==> config.mk <==
export PLATFORM = sky130hd
export DESIGN_NAME = interrupt_handler_table_unit_flat
export DESIGN_NICKNAME = d
export VERILOG_FILES = /design/src/rtl/iht_pkg.sv /design/src/rtl/iht_if.sv /design/src/rtl/interrupt_handler_table_unit.sv /design/src/rtl/iht_ctrl.sv /design/src/rtl/iht_datapath.sv /design/src/flat_wrapper.sv
export SDC_FILE = /design/constraint.sdc
export NUM_CORES = 1
export LEC_CHECK = 0
export ABC_CLOCK_PERIOD_IN_PS = 5550
export BUFFER_PORTS_ARGS = -buffer_cell sky130_fd_sc_hd__clkbuf_2
export CAP_MARGIN = 20
export CORE_UTILIZATION = 55
export DETAILED_ROUTE_END_ITERATION = 7
export PLACE_DENSITY = 0.81
export SETUP_SLACK_MARGIN = 0.15
export SLEW_MARGIN = 0
export SYNTH_ARGS = -nofsm -noshare
export SYNTH_HDL_FRONTEND = slang
export SYNTH_SLANG_ARGS = --single-unit
==> constraint.sdc <==
create_clock -name clk -period 5.55 [get_ports clk]
set_input_delay 0.2775 -clock clk [delete_from_list [all_inputs] [get_ports clk]]
set_output_delay 0.2775 -clock clk [all_outputs]
set_load 0.02 [all_outputs]
==> src/rtl/iht_pkg.sv <==
// ----------------------------------------------------------------------------
// iht_pkg
// Shared types, codes and lookup builders for the interrupt handler table.
// ----------------------------------------------------------------------------
package iht_pkg;

	localparam int SLOT_COUNT_DEF    = 10;
	localparam int BANK_COUNT_DEF    = 3;
	localparam int BITS_PER_BANK_DEF = 32;

	localparam int CMD_W      = 2;
	localparam int IRQ_W      = 7;
	localparam int HID_W      = 8;
	localparam int WORD_W     = 32;
	localparam int STAT_W     = 2;
	localparam int SLOT_OUT_W = 4;
	localparam int PEND_BANKS = 3;
	localparam int IRQ_SPAN   = 1 << IRQ_W;
	// bank of the highest number fits here for bank widths of at least 8 bits
	localparam int BANK_IDX_W = 4;
	localparam int BIT_IDX_W  = 5;

	typedef enum logic [CMD_W-1:0] {
		CMD_REGISTER   = 2'd0,
		CMD_UNREGISTER = 2'd1,
		CMD_DISPATCH   = 2'd2
	} cmd_t;

	typedef enum logic [STAT_W-1:0] {
		STAT_OK      = 2'd0,
		STAT_FULL    = 2'd1,
		STAT_NOT_REG = 2'd2
	} status_t;

	typedef enum logic {
		KIND_STATUS = 1'b0,
		KIND_CALL   = 1'b1
	} kind_t;

	typedef enum logic [2:0] {
		S_IDLE,
		S_READ,
		S_EVAL,
		S_COMMIT,
		S_STATUS,
		S_DONE
	} state_t;

	typedef logic [IRQ_SPAN-1:0][BANK_IDX_W-1:0] bank_lut_t;
	typedef logic [IRQ_SPAN-1:0][BIT_IDX_W-1:0]  bit_lut_t;

	// controller to datapath
	typedef struct packed {
		logic in_load;
		logic idx_inc;
		logic rd_issue;
		logic commit;
		logic out_call;
		logic out_status;
		logic out_done;
	} dp_cmd_t;

	// datapath to controller
	typedef struct packed {
		logic [CMD_W-1:0] in_cmd;
		logic [CMD_W-1:0] cur_cmd;
		logic             scan_end;
		logic             hit;
		logic             out_free;
	} dp_stat_t;

	// bank of every interrupt number, built by counting
	function automatic bank_lut_t make_bank_lut(input int bpb);
		bank_lut_t lut;
		int        b;
		int        r;
		b = 0;
		r = 0;
		for (int i = 0; i < IRQ_SPAN; i++) begin
			lut[i] = BANK_IDX_W'(b);
			r++;
			if (r == bpb) begin
				r = 0;
				b++;
			end
		end
		return lut;
	endfunction

	// bit position of every interrupt number inside its bank
	function automatic bit_lut_t make_bit_lut(input int bpb);
		bit_lut_t lut;
		int       r;
		r = 0;
		for (int i = 0; i < IRQ_SPAN; i++) begin
			lut[i] = BIT_IDX_W'(r);
			r++;
			if (r == bpb) begin
				r = 0;
			end
		end
		return lut;
	endfunction

endpackage

==> src/rtl/iht_if.sv <==
// ----------------------------------------------------------------------------
// iht_if
// Request and response channels of the interrupt handler table.
// ----------------------------------------------------------------------------
interface iht_req_if;
	import iht_pkg::*;

	logic              valid;
	logic              ready;
	logic [CMD_W-1:0]  cmd;
	logic [IRQ_W-1:0]  irq_number;
	logic [HID_W-1:0]  handler_id;
	logic [WORD_W-1:0] pending_bank0;
	logic [WORD_W-1:0] pending_bank1;
	logic [WORD_W-1:0] pending_basic;

	modport source (
		output valid, cmd, irq_number, handler_id,
		output pending_bank0, pending_bank1, pending_basic,
		input  ready
	);

	modport sink (
		input  valid, cmd, irq_number, handler_id,
		input  pending_bank0, pending_bank1, pending_basic,
		output ready
	);
endinterface

interface iht_rsp_if;
	import iht_pkg::*;

	logic                  valid;
	logic                  ready;
	logic                  kind;
	logic [STAT_W-1:0]     status;
	logic [IRQ_W-1:0]      call_irq;
	logic [HID_W-1:0]      call_handler;
	logic [SLOT_OUT_W-1:0] slot_index;
	logic [WORD_W-1:0]     enable_word;
	logic                  last;

	modport source (
		output valid, kind, status, call_irq, call_handler,
		output slot_index, enable_word, last,
		input  ready
	);

	modport sink (
		input  valid, kind, status, call_irq, call_handler,
		input  slot_index, enable_word, last,
		output ready
	);
endinterface

==> src/rtl/interrupt_handler_table_unit.sv <==
// ----------------------------------------------------------------------------
// interrupt_handler_table_unit
// Handler slot table with enable banks and pending-interrupt dispatch.
//
// One command is in flight at a time. The slot table sits in a memory with a
// single registered read port, so the controller examines each slot with a
// read followed by an evaluation. Register and unregister commit the first
// slot that fits, or report a status when none does; the status item then
// waits in the output register while the next command is accepted. Dispatch
// walks all slots, emitting at most one call per slot followed by the done
// item, and waits while the response side stalls. No clearing pass is needed
// after reset: slot valid bits clear at once.
// ----------------------------------------------------------------------------
module interrupt_handler_table_unit #(
	parameter int SLOT_COUNT    = iht_pkg::SLOT_COUNT_DEF,
	parameter int BANK_COUNT    = iht_pkg::BANK_COUNT_DEF,
	parameter int BITS_PER_BANK = iht_pkg::BITS_PER_BANK_DEF
) (
	input logic        clk,
	input logic        arst_n,
	iht_req_if.sink    req,
	iht_rsp_if.source  rsp
);
	import iht_pkg::*;

	dp_cmd_t  dp_cmd;
	dp_stat_t dp_stat;

	iht_ctrl u_ctrl (
		.clk       (clk),
		.arst_n    (arst_n),
		.req_valid (req.valid),
		.req_ready (req.ready),
		.stat      (dp_stat),
		.cmd       (dp_cmd)
	);

	iht_datapath #(
		.SLOT_COUNT    (SLOT_COUNT),
		.BANK_COUNT    (BANK_COUNT),
		.BITS_PER_BANK (BITS_PER_BANK)
	) u_datapath (
		.clk               (clk),
		.arst_n            (arst_n),
		.req_cmd           (req.cmd),
		.req_irq_number    (req.irq_number),
		.req_handler_id    (req.handler_id),
		.req_pending_bank0 (req.pending_bank0),
		.req_pending_bank1 (req.pending_bank1),
		.req_pending_basic (req.pending_basic),
		.cmd               (dp_cmd),
		.stat              (dp_stat),
		.rsp_valid         (rsp.valid),
		.rsp_ready         (rsp.ready),
		.rsp_kind          (rsp.kind),
		.rsp_status        (rsp.status),
		.rsp_call_irq      (rsp.call_irq),
		.rsp_call_handler  (rsp.call_handler),
		.rsp_slot_index    (rsp.slot_index),
		.rsp_enable_word   (rsp.enable_word),
		.rsp_last          (rsp.last)
	);

endmodule

==> src/rtl/iht_ctrl.sv <==
// ----------------------------------------------------------------------------
// iht_ctrl
// Sequencer: accepts a command, walks the slots, commits and emits results.
// ----------------------------------------------------------------------------
module iht_ctrl (
	input  logic              clk,
	input  logic              arst_n,
	input  logic              req_valid,
	output logic              req_ready,
	input  iht_pkg::dp_stat_t stat,
	output iht_pkg::dp_cmd_t  cmd
);
	import iht_pkg::*;

	state_t state_q;
	state_t state_d;

	always_ff @(posedge clk or negedge arst_n) begin
		if (!arst_n) begin
			state_q <= S_IDLE;
		end else begin
			state_q <= state_d;
		end
	end

	always_comb begin
		state_d   = state_q;
		cmd       = '0;
		req_ready = 1'b0;
		unique case (state_q)
			S_IDLE: begin
				req_ready = 1'b1;
				if (req_valid) begin
					cmd.in_load = 1'b1;
					// drop unused codes without a result
					unique case (stat.in_cmd) inside
						CMD_REGISTER, CMD_UNREGISTER, CMD_DISPATCH: state_d = S_READ;
						default: state_d = S_IDLE;
					endcase
				end
			end
			S_READ: begin
				if (stat.scan_end) begin
					state_d = (stat.cur_cmd == CMD_DISPATCH) ? S_DONE : S_STATUS;
				end else begin
					cmd.rd_issue = 1'b1;
					state_d      = S_EVAL;
				end
			end
			S_EVAL: begin
				if (!stat.hit) begin
					cmd.idx_inc = 1'b1;
					state_d     = S_READ;
				end else if (stat.cur_cmd != CMD_DISPATCH) begin
					state_d = S_COMMIT;
				end else if (stat.out_free) begin
					cmd.out_call = 1'b1;
					cmd.idx_inc  = 1'b1;
					state_d      = S_READ;
				end
			end
			S_COMMIT: begin
				cmd.commit = 1'b1;
				state_d    = S_STATUS;
			end
			S_STATUS: begin
				if (stat.out_free) begin
					cmd.out_status = 1'b1;
					state_d        = S_IDLE;
				end
			end
			S_DONE: begin
				if (stat.out_free) begin
					cmd.out_done = 1'b1;
					state_d      = S_IDLE;
				end
			end
			default: state_d = S_IDLE;
		endcase
	end

endmodule

==> src/rtl/iht_datapath.sv <==
// ----------------------------------------------------------------------------
// iht_datapath
// Slot store, enable banks, scan index, match logic and result register.
// ----------------------------------------------------------------------------
module iht_datapath #(
	parameter int SLOT_COUNT    = iht_pkg::SLOT_COUNT_DEF,
	parameter int BANK_COUNT    = iht_pkg::BANK_COUNT_DEF,
	parameter int BITS_PER_BANK = iht_pkg::BITS_PER_BANK_DEF
) (
	input  logic                              clk,
	input  logic                              arst_n,
	input  logic [iht_pkg::CMD_W-1:0]         req_cmd,
	input  logic [iht_pkg::IRQ_W-1:0]         req_irq_number,
	input  logic [iht_pkg::HID_W-1:0]         req_handler_id,
	input  logic [iht_pkg::WORD_W-1:0]        req_pending_bank0,
	input  logic [iht_pkg::WORD_W-1:0]        req_pending_bank1,
	input  logic [iht_pkg::WORD_W-1:0]        req_pending_basic,
	input  iht_pkg::dp_cmd_t                  cmd,
	output iht_pkg::dp_stat_t                 stat,
	output logic                              rsp_valid,
	input  logic                              rsp_ready,
	output logic                              rsp_kind,
	output logic [iht_pkg::STAT_W-1:0]        rsp_status,
	output logic [iht_pkg::IRQ_W-1:0]         rsp_call_irq,
	output logic [iht_pkg::HID_W-1:0]         rsp_call_handler,
	output logic [iht_pkg::SLOT_OUT_W-1:0]    rsp_slot_index,
	output logic [iht_pkg::WORD_W-1:0]        rsp_enable_word,
	output logic                              rsp_last
);
	import iht_pkg::*;

	localparam int SLOT_W = (SLOT_COUNT > 1) ? $clog2(SLOT_COUNT) : 1;
	localparam int IDX_W  = $clog2(SLOT_COUNT + 1);
	localparam int BANK_W = (BANK_COUNT > 1) ? $clog2(BANK_COUNT) : 1;
	localparam int BPB    = BITS_PER_BANK;

	localparam bank_lut_t BANK_LUT = make_bank_lut(BITS_PER_BANK);
	localparam bit_lut_t  BIT_LUT  = make_bit_lut(BITS_PER_BANK);

	// captured command
	logic [CMD_W-1:0]  cmd_q;
	logic [IRQ_W-1:0]  irq_q;
	logic [HID_W-1:0]  hid_q;
	logic [WORD_W-1:0] pend_q [PEND_BANKS];

	logic [IDX_W-1:0]      idx_q;
	logic                  found_q;
	logic [SLOT_COUNT-1:0] slot_valid_q;

	logic [IRQ_W-1:0] slot_irq_mem [SLOT_COUNT];
	logic [HID_W-1:0] slot_hid_mem [SLOT_COUNT];
	logic [IRQ_W-1:0] rd_irq_s1;
	logic [HID_W-1:0] rd_hid_s1;
	logic             rd_vld_s1;

	logic [BPB-1:0] enable_q [BANK_COUNT];

	logic [SLOT_W-1:0]     slot_addr;
	logic                  is_disp;
	logic [IRQ_W-1:0]      lk_irq;
	logic [BANK_IDX_W-1:0] lk_bank;
	logic [BIT_IDX_W-1:0]  lk_bit;
	logic                  lk_bank_ok;
	logic [BPB-1:0]        lk_enable;
	logic [BPB-1:0]        lk_mask;
	logic                  pend_hit;
	logic                  hit;
	logic                  out_free;

	assign slot_addr = idx_q[SLOT_W-1:0];
	assign is_disp   = (cmd_q == CMD_DISPATCH);

	// one bank lookup: the slot being dispatched, else the command's number
	assign lk_irq     = is_disp ? rd_irq_s1 : irq_q;
	assign lk_bank    = BANK_LUT[lk_irq];
	assign lk_bit     = BIT_LUT[lk_irq];
	assign lk_bank_ok = (lk_bank < BANK_IDX_W'(BANK_COUNT));
	assign lk_enable  = lk_bank_ok ? enable_q[lk_bank[BANK_W-1:0]] : '0;
	assign lk_mask    = {{(BPB-1){1'b0}}, 1'b1} << lk_bit;

	// only three pending words arrive; further banks never pend
	assign pend_hit = lk_bank_ok && (lk_bank < BANK_IDX_W'(PEND_BANKS))
		&& pend_q[lk_bank[1:0]][lk_bit];

	always_comb begin
		case (cmd_q)
			CMD_REGISTER:   hit = !rd_vld_s1;
			CMD_UNREGISTER: hit = rd_vld_s1 && (rd_irq_s1 == irq_q);
			CMD_DISPATCH:   hit = rd_vld_s1 && pend_hit;
			default:        hit = 1'b0;
		endcase
	end

	assign out_free = !rsp_valid || rsp_ready;

	assign stat.in_cmd   = req_cmd;
	assign stat.cur_cmd  = cmd_q;
	assign stat.scan_end = (idx_q == IDX_W'(SLOT_COUNT));
	assign stat.hit      = hit;
	assign stat.out_free = out_free;

	always_ff @(posedge clk) begin
		if (cmd.in_load) begin
			cmd_q     <= req_cmd;
			irq_q     <= req_irq_number;
			hid_q     <= req_handler_id;
			pend_q[0] <= req_pending_bank0;
			pend_q[1] <= req_pending_bank1;
			pend_q[2] <= req_pending_basic;
		end
	end

	// slot store: one write port, one registered read port
	always_ff @(posedge clk) begin
		if (cmd.commit) begin
			if (cmd_q == CMD_REGISTER) begin
				slot_irq_mem[slot_addr] <= irq_q;
				slot_hid_mem[slot_addr] <= hid_q;
			end else begin
				slot_irq_mem[slot_addr] <= '0;
				slot_hid_mem[slot_addr] <= '0;
			end
		end
		if (cmd.rd_issue) begin
			rd_irq_s1 <= slot_irq_mem[slot_addr];
			rd_hid_s1 <= slot_hid_mem[slot_addr];
		end
	end

	always_ff @(posedge clk or negedge arst_n) begin
		if (!arst_n) begin
			idx_q        <= '0;
			found_q      <= 1'b0;
			rd_vld_s1    <= 1'b0;
			slot_valid_q <= '0;
			for (int b = 0; b < BANK_COUNT; b++) begin
				enable_q[b] <= '0;
			end
		end else begin
			if (cmd.in_load) begin
				idx_q   <= '0;
				found_q <= 1'b0;
			end else if (cmd.idx_inc) begin
				idx_q <= idx_q + IDX_W'(1);
			end
			if (cmd.rd_issue) begin
				rd_vld_s1 <= slot_valid_q[slot_addr];
			end
			if (cmd.commit) begin
				found_q                 <= 1'b1;
				slot_valid_q[slot_addr] <= (cmd_q == CMD_REGISTER);
				if (lk_bank_ok) begin
					if (cmd_q == CMD_REGISTER) begin
						enable_q[lk_bank[BANK_W-1:0]] <= lk_enable | lk_mask;
					end else begin
						enable_q[lk_bank[BANK_W-1:0]] <= lk_enable & ~lk_mask;
					end
				end
			end
		end
	end

	// result register
	always_ff @(posedge clk or negedge arst_n) begin
		if (!arst_n) begin
			rsp_valid <= 1'b0;
		end else if (cmd.out_call || cmd.out_status || cmd.out_done) begin
			rsp_valid <= 1'b1;
		end else if (rsp_ready) begin
			rsp_valid <= 1'b0;
		end
	end

	always_ff @(posedge clk) begin
		if (cmd.out_call) begin
			rsp_kind         <= KIND_CALL;
			rsp_status       <= STAT_OK;
			rsp_call_irq     <= rd_irq_s1;
			rsp_call_handler <= rd_hid_s1;
			rsp_slot_index   <= SLOT_OUT_W'(idx_q);
			rsp_enable_word  <= WORD_W'(lk_enable);
			rsp_last         <= 1'b0;
		end else if (cmd.out_status) begin
			rsp_kind         <= KIND_STATUS;
			if (found_q) begin
				rsp_status <= STAT_OK;
			end else if (cmd_q == CMD_REGISTER) begin
				rsp_status <= STAT_FULL;
			end else begin
				rsp_status <= STAT_NOT_REG;
			end
			rsp_call_irq     <= irq_q;
			rsp_call_handler <= '0;
			rsp_slot_index   <= found_q ? SLOT_OUT_W'(idx_q) : '0;
			rsp_enable_word  <= WORD_W'(lk_enable);
			rsp_last         <= 1'b1;
		end else if (cmd.out_done) begin
			rsp_kind         <= KIND_STATUS;
			rsp_status       <= STAT_OK;
			rsp_call_irq     <= '0;
			rsp_call_handler <= '0;
			rsp_slot_index   <= '0;
			rsp_enable_word  <= '0;
			rsp_last         <= 1'b1;
		end
	end

endmodule

==> src/flat_wrapper.sv <==
// flat-port wrapper written by rule: the top's interface ports become plain ports
module interrupt_handler_table_unit_flat import iht_pkg::*;
#(
	parameter int SLOT_COUNT    = iht_pkg::SLOT_COUNT_DEF,
	parameter int BANK_COUNT    = iht_pkg::BANK_COUNT_DEF,
	parameter int BITS_PER_BANK = iht_pkg::BITS_PER_BANK_DEF
)
  (clk, arst_n, req_valid, req_cmd, req_irq_number, req_handler_id, req_pending_bank0, req_pending_bank1, req_pending_basic, req_ready, rsp_valid, rsp_kind, rsp_status, rsp_call_irq, rsp_call_handler, rsp_slot_index, rsp_enable_word, rsp_last, rsp_ready);
  iht_req_if req_i ();
  iht_rsp_if rsp_i ();
  input logic clk;
  input logic arst_n;
  input wire logic [$bits(req_i.valid)-1:0] req_valid;
  input wire logic [$bits(req_i.cmd)-1:0] req_cmd;
  input wire logic [$bits(req_i.irq_number)-1:0] req_irq_number;
  input wire logic [$bits(req_i.handler_id)-1:0] req_handler_id;
  input wire logic [$bits(req_i.pending_bank0)-1:0] req_pending_bank0;
  input wire logic [$bits(req_i.pending_bank1)-1:0] req_pending_bank1;
  input wire logic [$bits(req_i.pending_basic)-1:0] req_pending_basic;
  output wire logic [$bits(req_i.ready)-1:0] req_ready;
  output wire logic [$bits(rsp_i.valid)-1:0] rsp_valid;
  output wire logic [$bits(rsp_i.kind)-1:0] rsp_kind;
  output wire logic [$bits(rsp_i.status)-1:0] rsp_status;
  output wire logic [$bits(rsp_i.call_irq)-1:0] rsp_call_irq;
  output wire logic [$bits(rsp_i.call_handler)-1:0] rsp_call_handler;
  output wire logic [$bits(rsp_i.slot_index)-1:0] rsp_slot_index;
  output wire logic [$bits(rsp_i.enable_word)-1:0] rsp_enable_word;
  output wire logic [$bits(rsp_i.last)-1:0] rsp_last;
  input wire logic [$bits(rsp_i.ready)-1:0] rsp_ready;
  assign req_i.valid = req_valid;
  assign req_i.cmd = req_cmd;
  assign req_i.irq_number = req_irq_number;
  assign req_i.handler_id = req_handler_id;
  assign req_i.pending_bank0 = req_pending_bank0;
  assign req_i.pending_bank1 = req_pending_bank1;
  assign req_i.pending_basic = req_pending_basic;
  assign req_ready = req_i.ready;
  assign rsp_valid = rsp_i.valid;
  assign rsp_kind = rsp_i.kind;
  assign rsp_status = rsp_i.status;
  assign rsp_call_irq = rsp_i.call_irq;
  assign rsp_call_handler = rsp_i.call_handler;
  assign rsp_slot_index = rsp_i.slot_index;
  assign rsp_enable_word = rsp_i.enable_word;
  assign rsp_last = rsp_i.last;
  assign rsp_i.ready = rsp_ready;
  interrupt_handler_table_unit #(.SLOT_COUNT(SLOT_COUNT), .BANK_COUNT(BANK_COUNT), .BITS_PER_BANK(BITS_PER_BANK)) u_core (.clk(clk), .arst_n(arst_n), .req(req_i), .rsp(rsp_i));
endmodule
==> out/metrics.yaml <==
cts-resized-gates: 0
via_per_inst: 6.11
clk_pin_slew_ps: 70
synth.cell_area_mm2: 0.0187
pin_count: 174
period_share_pct: 83.4
endpoint_kind: "register"
port-buffer-count: 173
fmax_mhz: 216
register_area_mm2: 0.0129
fin_ws_ps: 921
final_core_util_pct: 67.2
setup_viol: 0
die_area_mm2: 0.0347
gp_congestion: 0.857
cts_max_level: 2
drive_gt1_share_pct: 18.6
clk_latency_ps: 560
peakVddDrop_mv: 0.351
cpPeakStageDelay_ps: 510
vias: 13100
cp.depth: 14
synth_seq_cells: 449
die_w_um: 186
final_cells: 2139
die_y_um: 186
synth_edf_count: 329
core_area_mm2: 0.0334
hold_depth: 4
start_kind: "register"
antenna_found_initial: 0
hpwl_mm: 27.1
tightest_slew_ps: 1130
leakagePower_nw: 8.46
hold_violations: 0
syn-num-nets: 1518
syn2layout_area_growth_pct: 20.5
layout.nets: 1781
drt-initial-drc-count: 1666
cts.sinks: 449
drc_errors: 0
cts_tree: "yes"
timing.rr.start: "u_core.u_datapath.cmd_q[0]"
worstPathArrival_ps: 4850
p_per_area_mw_per_mm2: 449
cp.required_ps: 5770
diodes: 0
outcome: "completed"
cts_made_buffers: 43
finalCriticalPeriod_ps: 4630
cts_root_buf: "clkbuf_16"
grt_first_pass_wirelength_mm: 72.1
cts_hold_buf: 114
fill_cells: 2229
crit_type: "register to register"
drtPass1Iterations: 6
cp_max_fo: 40
avgRoutedWirePerCell_um: 22.2
endpoint: "u_core.u_datapath.rsp_enable_word[20]"
worst-r2r-setup-slack_ps: 920
grt_use_total_pct: 27.8
rsz0062_at_grt: "false"
synth.avg_cell_area_um2: 13.4
cts_max_path_buffers: 3
grt_pass1_vias: 12700
synth_flop_cell: "edfxtp_1"
wirelength_mm: 47.4
power_mw: 10.1
hold_ws_ps: 142
cp_num_buf_inv: 4
cap_viol_max_count: 0
start_util_pct: 55.8
multiInputGateArea_mm2: 0.00537
drv_slew: 0
grt_max_degree: 82
synth-seq-area-share_pct: 68.9
cpLargestDelayFamily: "simple AND/OR/NAND/NOR gates"
row_count: 67
hp-class: "primary input to register"
crit_chain: "inv_1 -> ha_1 -> buf_4 -> nand2_1 -> o21ai_4 -> nand2_1 -> or3_1 -> o2111ai_1 -> o21ai_1 -> o21ai_2 -> buf_4 -> nand2_1 -> nand2_2 -> buf_4"
fin_tns_setup_ps: 0
rr_worst_depth: 14
grt-ovfl-total: 0
critPathSlowestCell: "nand2_2"
timing.rr.end: "u_core.u_datapath.rsp_enable_word[20]"
startpoint: "u_core.u_datapath.cmd_q[0]"
synthCells: 1394
dp.cells: 1946
ant_nets: 0
placed_area_mm2: 0.0199
synth.distinct_cells: 68
max_slew_margin_pct: 24.6
stdcell_area_mm2: 0.0225
place_worst_setup_slack_ps: 1180
post_cts_buffers: 0
async_reset_ff_share_pct: 25.8
yosysWarnings: 0
fin_skew_ps: 30.9
[cells in the final DEF (no fill, tap or decap), types with 9 or more instances in the layout]
cell           count
nor2b_1           50
dfrtp_1          115
and2_1            10
nand2b_1          10
nor3_1            13
mux2i_1           60
a32o_1             9
nand3_1           21
buf_4             23
nor2_1            34
dlygate4sd3_1    114
o22ai_1           14
inv_1             17
a31oi_1           22
nand2_1          233
edfxtp_1         329
mux4_2            32
nand4_1           10
clkbuf_16         44
o21ai_0          122
a21oi_1           72
and3_1            12
a211oi_1          18
clkbuf_2         172
clkbuf_1          11
mux2_2            11
[tightest hold or removal path, delay by kind of cell]
family / cells / cell delay [ps]
simple gates: 2 / 140
buf+inv: 1 / 140
compound gates: 1 / 90
[power by group]
part           internal [mW]  switching [mW]
clock                   1.76            1.25
sequential              4.31           0.369
combinational          0.814            1.59
[kinds of logic after synthesis]
| kind of cell | Yosys count | share of synthesized area (%) |
|---|---|---|
| compound gates | 300 | 9.58 |
| xor+xnor | 7 | 0.329 |
| fa+ha+maj | 7 | 0.469 |
| buf+inv | 109 | 2.47 |
| flops | 449 | 68.9 |
| mux | 105 | 7.92 |
| simple gates | 417 | 10.3 |
[state kept, by name (all words and copies together), names as in the netlist, 8 cells and up]
signal and flops:
u_core.u_datapath.enable_q 96, u_core.u_datapath.pend_q 96, u_core.u_datapath.slot_hid_mem 80, u_core.u_datapath.slot_irq_mem 70
u_core.u_datapath.rsp_enable_word 32, u_core.u_datapath.slot_valid_q 10, u_core.u_datapath.hid_q 8, u_core.u_datapath.rd_hid_s1 8
u_core.u_datapath.rsp_call_handler 8
[area by class of cell]
class	count	area share, %
Clock buffer	60	5.39
Clock inverter	19	1.02
Inverter	18	0.312
Multi-Input combinational cell	836	23.9
Sequential cell	449	57.2
Timing Repair Buffer	309	9.67
Tap cell	448	2.49
[worst min-delay path by stage]
stage	startpoint	end	slack, ps
3_3_place_gp	req_handler_id[5]	u_core.u_datapath.hid_q[5]	450
5_1_grt	req_valid	u_core.u_datapath.idx_q[1]	150
3_5_place_dp	u_core.u_datapath.rsp_kind	u_core.u_datapath.rsp_kind	450
6_report	req_valid	u_core.u_datapath.idx_q[1]	140
2_1_floorplan	arst_n	u_core.u_ctrl.state_q[0]	-20
4_1_cts	req_valid	u_core.u_datapath.idx_q[1]	120
[cells in the mapped netlist, drive strengths merged (10+ instances only)]
cell type,number,area (um2)
edfxtp,329,9880
nand2,234,878
o21ai,126,634
dfrtp,116,2900
a21oi,74,378
mux2i,62,633
clkbuf,58,218
nor2b,50,313
nor2,35,131
buf,33,176
mux4,32,721
nand3,23,115
a31oi,22,138
a211oi,18,135
inv,18,67.6
o22ai,14,87.6
nor3,13,65.1
and2,12,75.1
and3,12,75.1
mux2,11,124
nand2b,10,62.6
nand4,10,62.6
[routing by layer]
layer | vias up | routed length [um] | global-route usage [%]
li1 | 5682 | - | -
met1 | 6380 | 18300 | 37.9
met2 | 853 | 22700 | 44.4
met3 | 159 | 4540 | 5.06
met4 | 0 | 1900 | 11.5
met5 | - | 0 | 0
Note: power is estimated with default switching activity, not from simulation.
